File: config.mk
export PLATFORM = sky130hd
export DESIGN_NAME = sthc_classify
export DESIGN_NICKNAME = d
export VERILOG_FILES = /design/src/design/sthc_pkg.sv /design/src/design/sthc_classify.sv
export SDC_FILE = /design/constraint.sdc
export NUM_CORES = 1
export LEC_CHECK = 0
export ABC_AREA = 1
export BUFFER_PORTS_ARGS = -buffer_cell sky130_fd_sc_hd__buf_2
export CORE_MARGIN = 2
export CORE_UTILIZATION = 30
export DETAILED_ROUTE_END_ITERATION = 16
export HOLD_SLACK_MARGIN = 0.02
export SLEW_MARGIN = 20
export SYNTH_ARGS = -nofsm -noshare
export SYNTH_HDL_FRONTEND = slang
export SYNTH_SLANG_ARGS = --single-unit
File: constraint.sdc
create_clock -name clk -period 1.1 [get_ports clk]
set_input_delay 0.055 -clock clk [delete_from_list [all_inputs] [get_ports clk]]
set_output_delay 0.055 -clock clk [all_outputs]
set_load 0.1 [all_outputs]
File: src/design/sthc_pkg.sv
`default_nettype none
package sthc_pkg;

  localparam int COORD_WIDTH_DEF = 16;
  localparam int NUM_REGS = 6;
  localparam int CFG_INDEX_WIDTH = 3;
  localparam int NUM_STAGES = 6;

  typedef enum logic [CFG_INDEX_WIDTH-1:0] {
    REG_START_X = 3'd0,
    REG_START_Y = 3'd1,
    REG_START_Z = 3'd2,
    REG_END_X   = 3'd3,
    REG_END_Y   = 3'd4,
    REG_END_Z   = 3'd5
  } reg_index_t;

  // triangle edge codes
  localparam logic [1:0] EDGE_AB = 2'd0;
  localparam logic [1:0] EDGE_BC = 2'd1;
  localparam logic [1:0] EDGE_CA = 2'd2;

  // sign of an orientation determinant; positive is neither flag
  typedef struct packed {
    logic neg;
    logic zero;
  } sign_t;

  // per-stage load enables, bit 0 is the first stage
  typedef struct packed {
    logic st_out;
    logic st_sign;
    logic st_triple;
    logic st_minor;
    logic st_prod;
    logic st_diff;
  } pipe_ctrl_t;

  typedef struct packed {
    logic       hit;
    logic       plane_coplanar;
    logic [1:0] edge_count;
    logic [1:0] edge_first;
    logic [1:0] edge_second;
    logic [1:0] edge_third;
  } result_t;

endpackage
`default_nettype wire

File: src/design/sthc_classify.sv
`default_nettype none
module sthc_classify (
  input  wire logic             clk,
  input  wire logic             load,
  input  wire sthc_pkg::sign_t  sp,
  input  wire sthc_pkg::sign_t  sq,
  input  wire sthc_pkg::sign_t  s_ab,
  input  wire sthc_pkg::sign_t  s_bc,
  input  wire sthc_pkg::sign_t  s_ca,
  output sthc_pkg::result_t     res
);

  logic              sp_pos;
  logic              swap;
  logic              same_side;
  logic [2:0]        zr;
  logic [2:0]        pos;
  logic [2:0]        eff_pos;
  sthc_pkg::result_t res_next;

  // edge signs come from (p,q); reversing the segment negates them
  always_comb begin
    sp_pos    = ~sp.neg & ~sp.zero;
    swap      = ~(sp_pos | (sp.zero & sq.neg));
    same_side = ~sp.zero & (sp.neg == sq.neg) & ~sq.zero;
    zr        = {s_ca.zero, s_bc.zero, s_ab.zero};
    pos       = {~s_ca.neg & ~s_ca.zero, ~s_bc.neg & ~s_bc.zero, ~s_ab.neg & ~s_ab.zero};
    eff_pos   = swap ? {s_ca.neg, s_bc.neg, s_ab.neg} : pos;

    res_next = '0;
    if (sp.zero && sq.zero) begin
      res_next.hit            = 1'b1;
      res_next.plane_coplanar = 1'b1;
      res_next.edge_count     = 2'd3;
      res_next.edge_first     = sthc_pkg::EDGE_AB;
      res_next.edge_second    = sthc_pkg::EDGE_BC;
      res_next.edge_third     = sthc_pkg::EDGE_CA;
    end else if (!same_side && eff_pos == 3'b000) begin
      res_next.hit        = 1'b1;
      res_next.edge_count = 2'({1'b0, zr[0]} + {1'b0, zr[1]} + {1'b0, zr[2]});
      case (zr)
        3'b001: res_next.edge_first = sthc_pkg::EDGE_AB;
        3'b010: res_next.edge_first = sthc_pkg::EDGE_BC;
        3'b100: res_next.edge_first = sthc_pkg::EDGE_CA;
        3'b011: begin
          res_next.edge_first  = sthc_pkg::EDGE_AB;
          res_next.edge_second = sthc_pkg::EDGE_BC;
        end
        3'b101: begin
          res_next.edge_first  = sthc_pkg::EDGE_AB;
          res_next.edge_second = sthc_pkg::EDGE_CA;
        end
        3'b110: begin
          res_next.edge_first  = sthc_pkg::EDGE_BC;
          res_next.edge_second = sthc_pkg::EDGE_CA;
        end
        3'b111: begin
          res_next.edge_first  = sthc_pkg::EDGE_AB;
          res_next.edge_second = sthc_pkg::EDGE_BC;
          res_next.edge_third  = sthc_pkg::EDGE_CA;
        end
        default: ;
      endcase
    end
  end

  always_ff @(posedge clk) begin
    if (load) begin
      res <= res_next;
    end
  end

endmodule
`default_nettype wire

==> results.md <==
* Area of the mapped netlist at 551 µm²
* CP top delay family: buffers and inverters
* Core area at 1730 µm²
* Postcts setup bufs at 0
* Die height at 46.8 µm
* Synth Instances at 66
* Syn_nets at 79
* Initial antenna violation count at 0
* Via count at 466
* DIE AREA at 2190 µm²
* Initial DRC count at 2
* Die width at 46.8 µm
* Lkg Pwr at 0.410 nW
* Largest net degree at the start of global routing at 10
* Busiest grt layer: met2
* Final #Nets at 104
* Crit. path cell count at 1
* GRT met3 Usage at 3.46%
* Fillers at 179
* Wire per inst at 8.53 µm
* Sw power at 0.436 mW
* ANT nets after route at 0
* Clock Path Buffers at 2
* CP Class: reg -> out
* Internal power at 0.688 mW
* DP Cell Count at 111
* Final setup vio count at 0
* Sequential cell area at 270 µm²
* Antenna Cells at 0
* CP max FO at 1
* Status: finished clean
* Routability cong. at 0.746
* CP Capture Type: output pin
* Max reg flops at 9
* HPWL after DPL at 857 µm
* RSZ-0062 raised after global routing: false
* Multi-input logic area at 231 µm²
* Non-Filler Instances at 115
* Most common cell after layout, fill and taps aside: nand2_1
* Power Dens Cells at 1380 nW/µm²
* Yosys Warn Count at 0
* Biggest regs: res: 9 flops
* Clock-pin slew on the worst setup and hold paths at 0.06 ns
* Final period util at 93.1%
* WL final at 981 µm
* Slew Limit Fails at 0
* CP arrival at 0.97 ns
* F_max at 0.977 GHz
* Commonest cells after routing, fill and taps aside: nand2_1, buf_2, inv_1, edfxtp_1, nand3_1
* Cts bufs inserted at 3
* FP Rows at 15
* Clock Power Share at 21.0%
* Peak supply drop at 0.349 mV
* Register share of total power at 38.4%
* Starting Density at 31.9%
* Io pins at 22
* Switching part of the total power at 38.8%
* Vias in the first global route at 444
* Final Hold Vio Count at 0
* Final core utilization at 47.2%
* Htree depth at 1
* Netlist cell types at 14
* CP startpoint kind: flop
* CP required at 1.04 ns
* TritonCTS clock tree: yes
* Final min period at 1.02 ns
* Aggregate global-route resource usage at 11.4%
* Register bit total from synthesis at 9
* GRT met2 Usage at 21.1%
* Total gr overflow at 0
* Hold Crit Class: in -> reg
* TNS Setup at 0 ns
* Syn_area_per_cell at 8.34 µm²
* Clock Sinks at 9
* Crit path buf inv count at 1
* Max_cap viols at 0
* DR pass1 iterations at 3
* First-pass GRT wire length at 1740 µm
* Combinational Power Share at 40.6%
* Clk root buf: clkbuf_4
* Post-synthesis sequential area ratio at 49.1%
* Drt drc at 0
* Met1 GRT Util at 11.6%
* Crit-path max cell delay at 0.41 ns
* Max stage delay cell, worst path: buf_2
* Ratio of cells with drive above 1 in the final layout at 37.8%
* Layout area overhead at 48.2%
* IO Port Bufs at 20
* Vias per std cell at 4.05
* Register with the most flip-flops: res
* Hold depth at 1
* Crit path cell chain: buf_2
cell families after synthesis:
group | count (synthesis) | synth area share [%]
adders and majority gates | 1 | 3.64
other | 1 | 0.681
and+or+nand+nor | 43 | 37.7
DFF | 9 | 49.1
buffers and inverters | 12 | 8.86
layer usage:
layer	vias to the layer above	part of all wire (%)
met2	16	54
li1	249	-
met3	2	5.8
met5	-	0
met1	199	40
met4	0	0.61
per-stage QoR:
step	instance area, µm²	setup WS, ns	hold slack (ns)	total power [mW]
floorplan	551	0.141	0.167	0.744
global placement	787	0.0636	0.415	0.888
detailed placement	787	0.0423	0.422	0.896
CTS	813	0.0443	0.162	1.14
global route	816	0.0321	0.148	1.19
finish	816	0.0763	0.164	1.12
area by class of cell:
type | instances | area share [%]
clock buffer | 4 | 3.22
inverter | 11 | 5.06
multi-input combinational | 45 | 28.4
sequential | 9 | 33.1
tap | 25 | 3.83
timing repair buffer | 21 | 26.4
power groups by stage:
stage	Sequential, mW	Clock [mW]	Combinational, mW
finish	0.431	0.236	0.457
global route	0.433	0.277	0.483
CTS	0.432	0.246	0.458
detailed placement	0.439	0	0.457
global placement	0.438	0	0.450
floorplan	0.639	0	0.104
what timing repair did:
item	CTS	global route
setup endpoints to repair	0	1
gates resized for setup	0	1
hold buffers	0	0
Yosys cell counts:
library cell   n  share of area [%]
nor2_2         3                3.4
nor2_4         1                2.0
inv_2          1               0.68
nand2_4        1                2.0
edfxtp_1       9                 49
buf_4          1                1.4
nand2_1       21                 14
nor2_1         5                3.4
nand2_2        3                3.4
conb_1         1               0.68
nand3_2        1                1.8
nand3_1        8                7.3
fa_1           1                3.6
inv_1         10                6.8
final timing paths:
kind                 end  slack (ns)    from
hold / removal    res[6]        0.16    load
setup / recovery  res[7]        0.08  res[7]
(Power assumes the default switching activity.)
