==> src/design/sthc_pkg.sv <==
`default_nettype none
package sthc_pkg;

  localparam int COORD_WIDTH_DEF = 16;
  localparam int NUM_REGS = 6;
  localparam int CFG_INDEX_WIDTH = 3;
  localparam int NUM_STAGES = 6;

  typedef enum logic [CFG_INDEX_WIDTH-1:0] {
    REG_START_X = 3'd0,
    REG_START_Y = 3'd1,
    REG_START_Z = 3'd2,
    REG_END_X   = 3'd3,
    REG_END_Y   = 3'd4,
    REG_END_Z   = 3'd5
  } reg_index_t;

  // triangle edge codes
  localparam logic [1:0] EDGE_AB = 2'd0;
  localparam logic [1:0] EDGE_BC = 2'd1;
  localparam logic [1:0] EDGE_CA = 2'd2;

  // sign of an orientation determinant; positive is neither flag
  typedef struct packed {
    logic neg;
    logic zero;
  } sign_t;

  // per-stage load enables, bit 0 is the first stage
  typedef struct packed {
    logic st_out;
    logic st_sign;
    logic st_triple;
    logic st_minor;
    logic st_prod;
    logic st_diff;
  } pipe_ctrl_t;

  typedef struct packed {
    logic       hit;
    logic       plane_coplanar;
    logic [1:0] edge_count;
    logic [1:0] edge_first;
    logic [1:0] edge_second;
    logic [1:0] edge_third;
  } result_t;

endpackage
`default_nettype wire

==> src/design/sthc_pipe_ctrl.sv <==
`default_nettype none
module sthc_pipe_ctrl (
  input  wire logic                clk,
  input  wire logic                rst,
  input  wire logic                in_valid,
  output logic                     in_ready,
  output logic                     out_valid,
  input  wire logic                out_ready,
  output sthc_pkg::pipe_ctrl_t     ctrl
);

  localparam int N = sthc_pkg::NUM_STAGES;

  logic [N-1:0] valid;
  logic [N-1:0] load;
  logic [N-1:0] valid_next;

  // a stage takes new data when empty or when its content moves on
  always_comb begin
    load[N-1] = ~valid[N-1] | out_ready;
    for (int k = N-2; k >= 0; k--) begin
      load[k] = ~valid[k] | load[k+1];
    end
    valid_next[0] = load[0] ? in_valid : valid[0];
    for (int k = 1; k < N; k++) begin
      valid_next[k] = load[k] ? valid[k-1] : valid[k];
    end
  end

  always_ff @(posedge clk) begin
    if (rst) begin
      valid <= '0;
    end else begin
      valid <= valid_next;
    end
  end

  assign ctrl      = sthc_pkg::pipe_ctrl_t'(load);
  assign in_ready  = load[0];
  assign out_valid = valid[N-1];

endmodule
`default_nettype wire

==> config.mk <==
export PLATFORM = sky130hd
export DESIGN_NAME = sthc_pipe_ctrl
export DESIGN_NICKNAME = d
export VERILOG_FILES = /design/src/design/sthc_pkg.sv /design/src/design/sthc_pipe_ctrl.sv
export SDC_FILE = /design/constraint.sdc
export NUM_CORES = 1
export LEC_CHECK = 0
export BUFFER_PORTS_ARGS = -buffer_cell sky130_fd_sc_hd__buf_2
export CAP_MARGIN = 20
export CORE_AREA = 2 2 39 41
export CTS_CLUSTER_DIAMETER = 30
export CTS_CLUSTER_SIZE = 16
export DETAILED_ROUTE_END_ITERATION = 16
export DIE_AREA = 0 0 41 43
export REMOVE_ABC_BUFFERS = 1
export SYNTH_ARGS = -nofsm -noshare
export SYNTH_HDL_FRONTEND = slang
export SYNTH_SLANG_ARGS = --single-unit
==> constraint.sdc <==
create_clock -name clk -period 1 [get_ports clk]
set_clock_uncertainty 0.15 [all_clocks]
set_input_delay 0.1 -clock clk [delete_from_list [all_inputs] [get_ports clk]]
set_output_delay 0.1 -clock clk [all_outputs]
set_load 0.01 [all_outputs]
==> run metrics, run 1 <==
floorplan core area=0.001384 mm²; I/O Pins=12; syn avg cell area=8.666 µm²; worst skew pair latency=0.24 ns; die height=43 µm; Final HPWL DP=377.7 µm; largest net degree at the start of global routing=7; outcome=finished, violations left; leakage=0.0001941 µW; Starting Density=0.1691; CTS Buf Count=3; Overall Global Routing Usage=0.06841; CP Class=reg2out; setup violators final=13; crit path capture type=primary output; max_cap viols=0; synth cell count leaders=6 x dfxtp_1, 5 x a21oi_1, 5 x inv_1, 3 x nor2_1, 2 x buf_4; top post-synthesis cells by area=dfxtp_1 51%, a21oi_1 11%, inv_1 8.0%, buf_4 6.4%, nand4_2 5.3%; Die Wd=41 µm; nets@finish=51; yosys warns=0; Synth Instances=27; fin worst setup slack=-0.4037 ns; most used flip-flop cell after synthesis=dfxtp_1; port bufs=11; maximum clock frequency=0.7124 GHz; DIE AREA=0.001763 mm²; FFs w/ async S/R, synth=0; Routed Antenna Nets=0; gp weighted congestion=0.7002; max reg flops=6; global-route wire length before repair=821 µm; H-Tree Depth=1; post-synthesis register bit count=6; Max-slew headroom=0.8487; unrepaired setup endpoints after global routing=yes; First DRT Iteration DRCs=0; layout cells sized above 1=0.5556; CTS Sinks=6; Final Hold Vio Count=0; routed len/inst=9.148 µm; worst slack, placed=-0.2319 ns; Critical Path RT=0.75 ns; kind of start point of the critical path=flop; register bank with the most flops=valid; vias in the first global route=220; EDFF count, synth=0; number of detailed-route iterations in the first pass=1; vias=239; failing checks=negative setup slack; PwrDens=1159 mW/mm²; Worst Tran Pin Value=0.2266 ns; Worst-path clk slew=0.05 ns; drt total wl=558 µm; vias per cell=3.918; post-synth top area share=0.5134; Seq/Total Area, Yosys=0.5134; minimum clock period=1.404 ns; post-synthesis cell type count=11; CP arrival=1.15 ns; synthesized area=234.0 µm²; Yosys top cell by area=dfxtp_1; maximum vdd drop=0.5233 mV; n_diodes=0; drt drc=0; Root Driver=clkbuf_4; Clock Tree Buf Depth=2; fin crit share=1.404; Area Growth Syn to Fin=85.56%; cell row count=14; final global-route overflow total=0; min-delay worst type=in2reg; biggest regs=valid x6; setup_tns=-3.202 ns; Critical Path Fanout Max=5; CTS tree=built; Slew Limit Fails=0; most frequent cell after synthesis=dfxtp_1; antenna violations before repair=0
-- report_power, final --
group	leakage (µW)	internal [µW]	switching [µW]	total [µW]
combinational	0.000130	16.5	10.7	27.2
clock	0.0000138	136	87.5	223
sequential	0.0000499	246	6.46	253
total	0.000194	399	105	503
-- final timing paths --
path | slack (ns) | start | cells after the start | to
worst max-delay path | -0.40 | valid[3] | 3 | in_ready
worst min-delay path | 0.10 | out_ready | 4 | valid[5]
worst max register to register | -0.28 | valid[3] | 5 | valid[2]
worst min register to register | 0.31 | valid[4] | 2 | valid[5]
-- layout make-up --
cell class | count | area, µm²
Timing Repair Buffer | 17 | 146.4
Fill cell | 143 | 949.7
Multi-Input combinational cell | 14 | 103.9
Clock buffer | 3 | 22.52
Inverter | 5 | 18.77
Tap cell | 16 | 20.02
Sequential cell | 6 | 122.6
-- per-layer routing --
layer  vias up  global-route usage  wire length [µm]
li1        124                   -                 -
met1       106             0.08414               274
met2         9             0.09063               233
met3         0             0.03665                50
met4         0             0.04000                 0
met5         -                   0                 0
-- cell families after synthesis --
kind of cell,share of synthesized area
AO/OA/AOI/OAI,0.1069
buffers and inverters,0.1444
flip-flops,0.5134
AND/OR/NAND/NOR,0.2353
-- critical path, stage by stage (launching register included) --
cell and delay (ns):
dfxtp_2 0.32, and4b_2 0.31, nand4_4 0.13, buf_6 0.15
-- stage by stage --
stage / std cells / util / area (µm²) / hold WS, ns / total power, µW
final: 61 / 0.3137 / 434.2 / 0.1018 / 503.3
after detailed placement: 53 / 0.2179 / 301.5 / 0.1950 / 273.1
after global placement: 53 / 0.2179 / 301.5 / 0.1848 / 272.6
after floorplan: 25 / - / 219.0 / 0.01907 / 261.7
after global routing: 61 / 0.3137 / 434.2 / 0.1287 / 521.3
after CTS: 60 / 0.2812 / 389.1 / 0.1032 / 512.3
-- layout by cell type, fill, tap and decap left out, drive strengths merged, types with 2 or more instances in the layout --
cell	instances
nor2	3
inv	5
a21oi	5
dlygate4sd3	2
clkbuf	3
dfxtp	6
buf	15
-- what timing repair did --
action	4_1_cts	5_1_grt
resized for setup	8	6
setup endpoints to repair	12	14
hold buffers	2	0
pin swaps	4	2
endpoints found under the hold margin	6	0
cloned	0	0
buffers inserted	2	1
Note: power is estimated with default switching activity, not from simulation.
==> run 2, diff against run 1 <==
--- a/config.mk
+++ b/config.mk
@@ -5,7 +5,7 @@
 export SDC_FILE = /design/constraint.sdc
 export NUM_CORES = 1
 export LEC_CHECK = 0
-export BUFFER_PORTS_ARGS = -buffer_cell sky130_fd_sc_hd__buf_2
+export BUFFER_PORTS_ARGS = -buffer_cell sky130_fd_sc_hd__clkbuf_2
 export CAP_MARGIN = 20
 export CORE_AREA = 2 2 39 41
 export CTS_CLUSTER_DIAMETER = 30
==> run metrics, run 2 (synthesis gave the netlist of run 1 again) <==
Max-slew headroom=0.8471; number of detailed-route iterations in the first pass=2; Starting Density=0.1691; Die Wd=41 µm; I/O Pins=12; layout cells sized above 1=0.6383; post-placement cell count=54; Overall Global Routing Usage=0.07940; DP Area=309.0 µm²; nets@finish=53; First DRT Iteration DRCs=2; die height=43 µm; cell row count=14; Slew Limit Fails=0; fin crit share=1.433; final global-route overflow total=0; biggest regs=valid x6; Area Growth Syn to Fin=97.86%; kind of start point of the critical path=flop; Final HPWL DP=372.7 µm; crit path capture type=primary output; maximum vdd drop=0.5703 mV; design area=462.9 µm²; commonest non-fill, non-tap cell in the layout=buf_6; largest net degree at the start of global routing=7; setup violators final=12; outcome=finished, violations left; delay-heaviest family, CP=simple AND/OR/NAND/NOR gates; Worst-path clk slew=0.04 ns; routed len/inst=9.016 µm; unrepaired setup endpoints after global routing=yes; Final Hold Vio Count=0; leakage=0.0001999 µW; drt total wl=568 µm; CTS tree=built; H-Tree Depth=1; most frequent cells in the layout=9 x buf_6, 5 x inv_1, 5 x clkbuf_2; drt drc=0; failing checks=negative setup slack; CTS Buf Count=3; CP Class=reg2out; Routed Antenna Nets=0; hold_ws=0.1296 ns; global-route wire length before repair=841 µm; vias=241; Clock Tree Buf Depth=2; Worst Tran Pin Value=0.2290 ns; antenna violations before repair=0; Critical Path RT=0.75 ns; CTS Sinks=6; worst path bufs/invs=1; vias per cell=3.825; worst skew pair latency=0.25 ns; maximum clock frequency=0.6976 GHz; n_diodes=0; minimum clock period=1.433 ns; Critical Path Max Stage Delay=0.33 ns; max_cap viols=0; Root Driver=clkbuf_4; port bufs=11; gp weighted congestion=0.6974; Critical-path top delay cell=and4b_2; vias in the first global route=214; Critical Path Fanout Max=6; DIE AREA=0.001763 mm²; final std cells w/o fill=63; floorplan core area=0.001384 mm²; register bank with the most flops=valid; CP arrival=1.18 ns; Critical Path, Cell by Cell=and4b_2 -> nand4_4 -> buf_6; fin worst setup slack=-0.4334 ns; min-delay worst type=in2reg; max reg flops=6; PwrDens=1092 mW/mm²
==> run 2: cell type report <==
class / instances / area, µm²
multi-input cells: 14 / 108.9
clock buffers: 3 / 22.52
inverters: 5 / 18.77
repair buffers: 19 / 168.9
flip-flops and latches: 6 / 123.9
fillers: 147 / 920.9
well taps: 16 / 20.02
==> run 2: tightest hold or removal path, delay by kind of cell <==
kind | cells | cell delay, ns
buffers and inverters | 2 | 0.21
and+or+nand+nor | 1 | 0.12
AOI/OAI and AO/OA | 1 | 0.05
==> run 2: path summary, 6_finish.rpt <==
| check | endpoint | cells past startpoint | slack [ns] | from |
|---|---|---|---|---|
| worst min register to register | valid[4] | 2 | 0.31 | valid[3] |
| worst min-delay path | valid[5] | 4 | 0.13 | out_ready |
| worst max register to register | valid[0] | 5 | -0.38 | valid[5] |
| worst max-delay path | ctrl[0] | 3 | -0.43 | valid[5] |
==> run 2: power breakdown <==
part | total (µW) | leakage, µW | switching, µW | internal (µW)
Sequential | 253 | 0.0000504 | 6.85 | 247
Combinational | 27.6 | 0.000136 | 11.7 | 15.9
Clock | 224 | 0.0000138 | 88.5 | 136
Total | 505 | 0.000200 | 107 | 398
==> run 2: through the flow <==
| stage | worst slack (ns) | utilization | total power (µW) | TNS (ns) |
|---|---|---|---|---|
| 2_1_floorplan | -0.2854 | - | 261.7 | -1.244 |
| 3_3_place_gp | -0.1900 | 0.2233 | 272.8 | -1.168 |
| 3_5_place_dp | -0.2196 | 0.2233 | 273.4 | -1.441 |
| 4_1_cts | -0.4222 | 0.2929 | 517.4 | -3.048 |
| 5_1_grt | -0.4995 | 0.3345 | 532.4 | -3.777 |
| 6_report | -0.4334 | 0.3345 | 505.3 | -3.131 |
==> run 2: repair_timing <==
item	4_1_cts	5_1_grt
setup buffers	3	2
gates resized for setup	9	16
hold endpoints to repair	6	0
hold buffers	2	0
setup endpoints to repair	13	13
pin swaps	5	4
==> run 2: routing by layer <==
metal	up-vias	global-route usage	share of wire
met5	-	0	0
met4	0	0.1000	0.025
met2	11	0.1031	0.49
li1	126	-	-
met1	102	0.08065	0.42
met3	2	0.03141	0.063
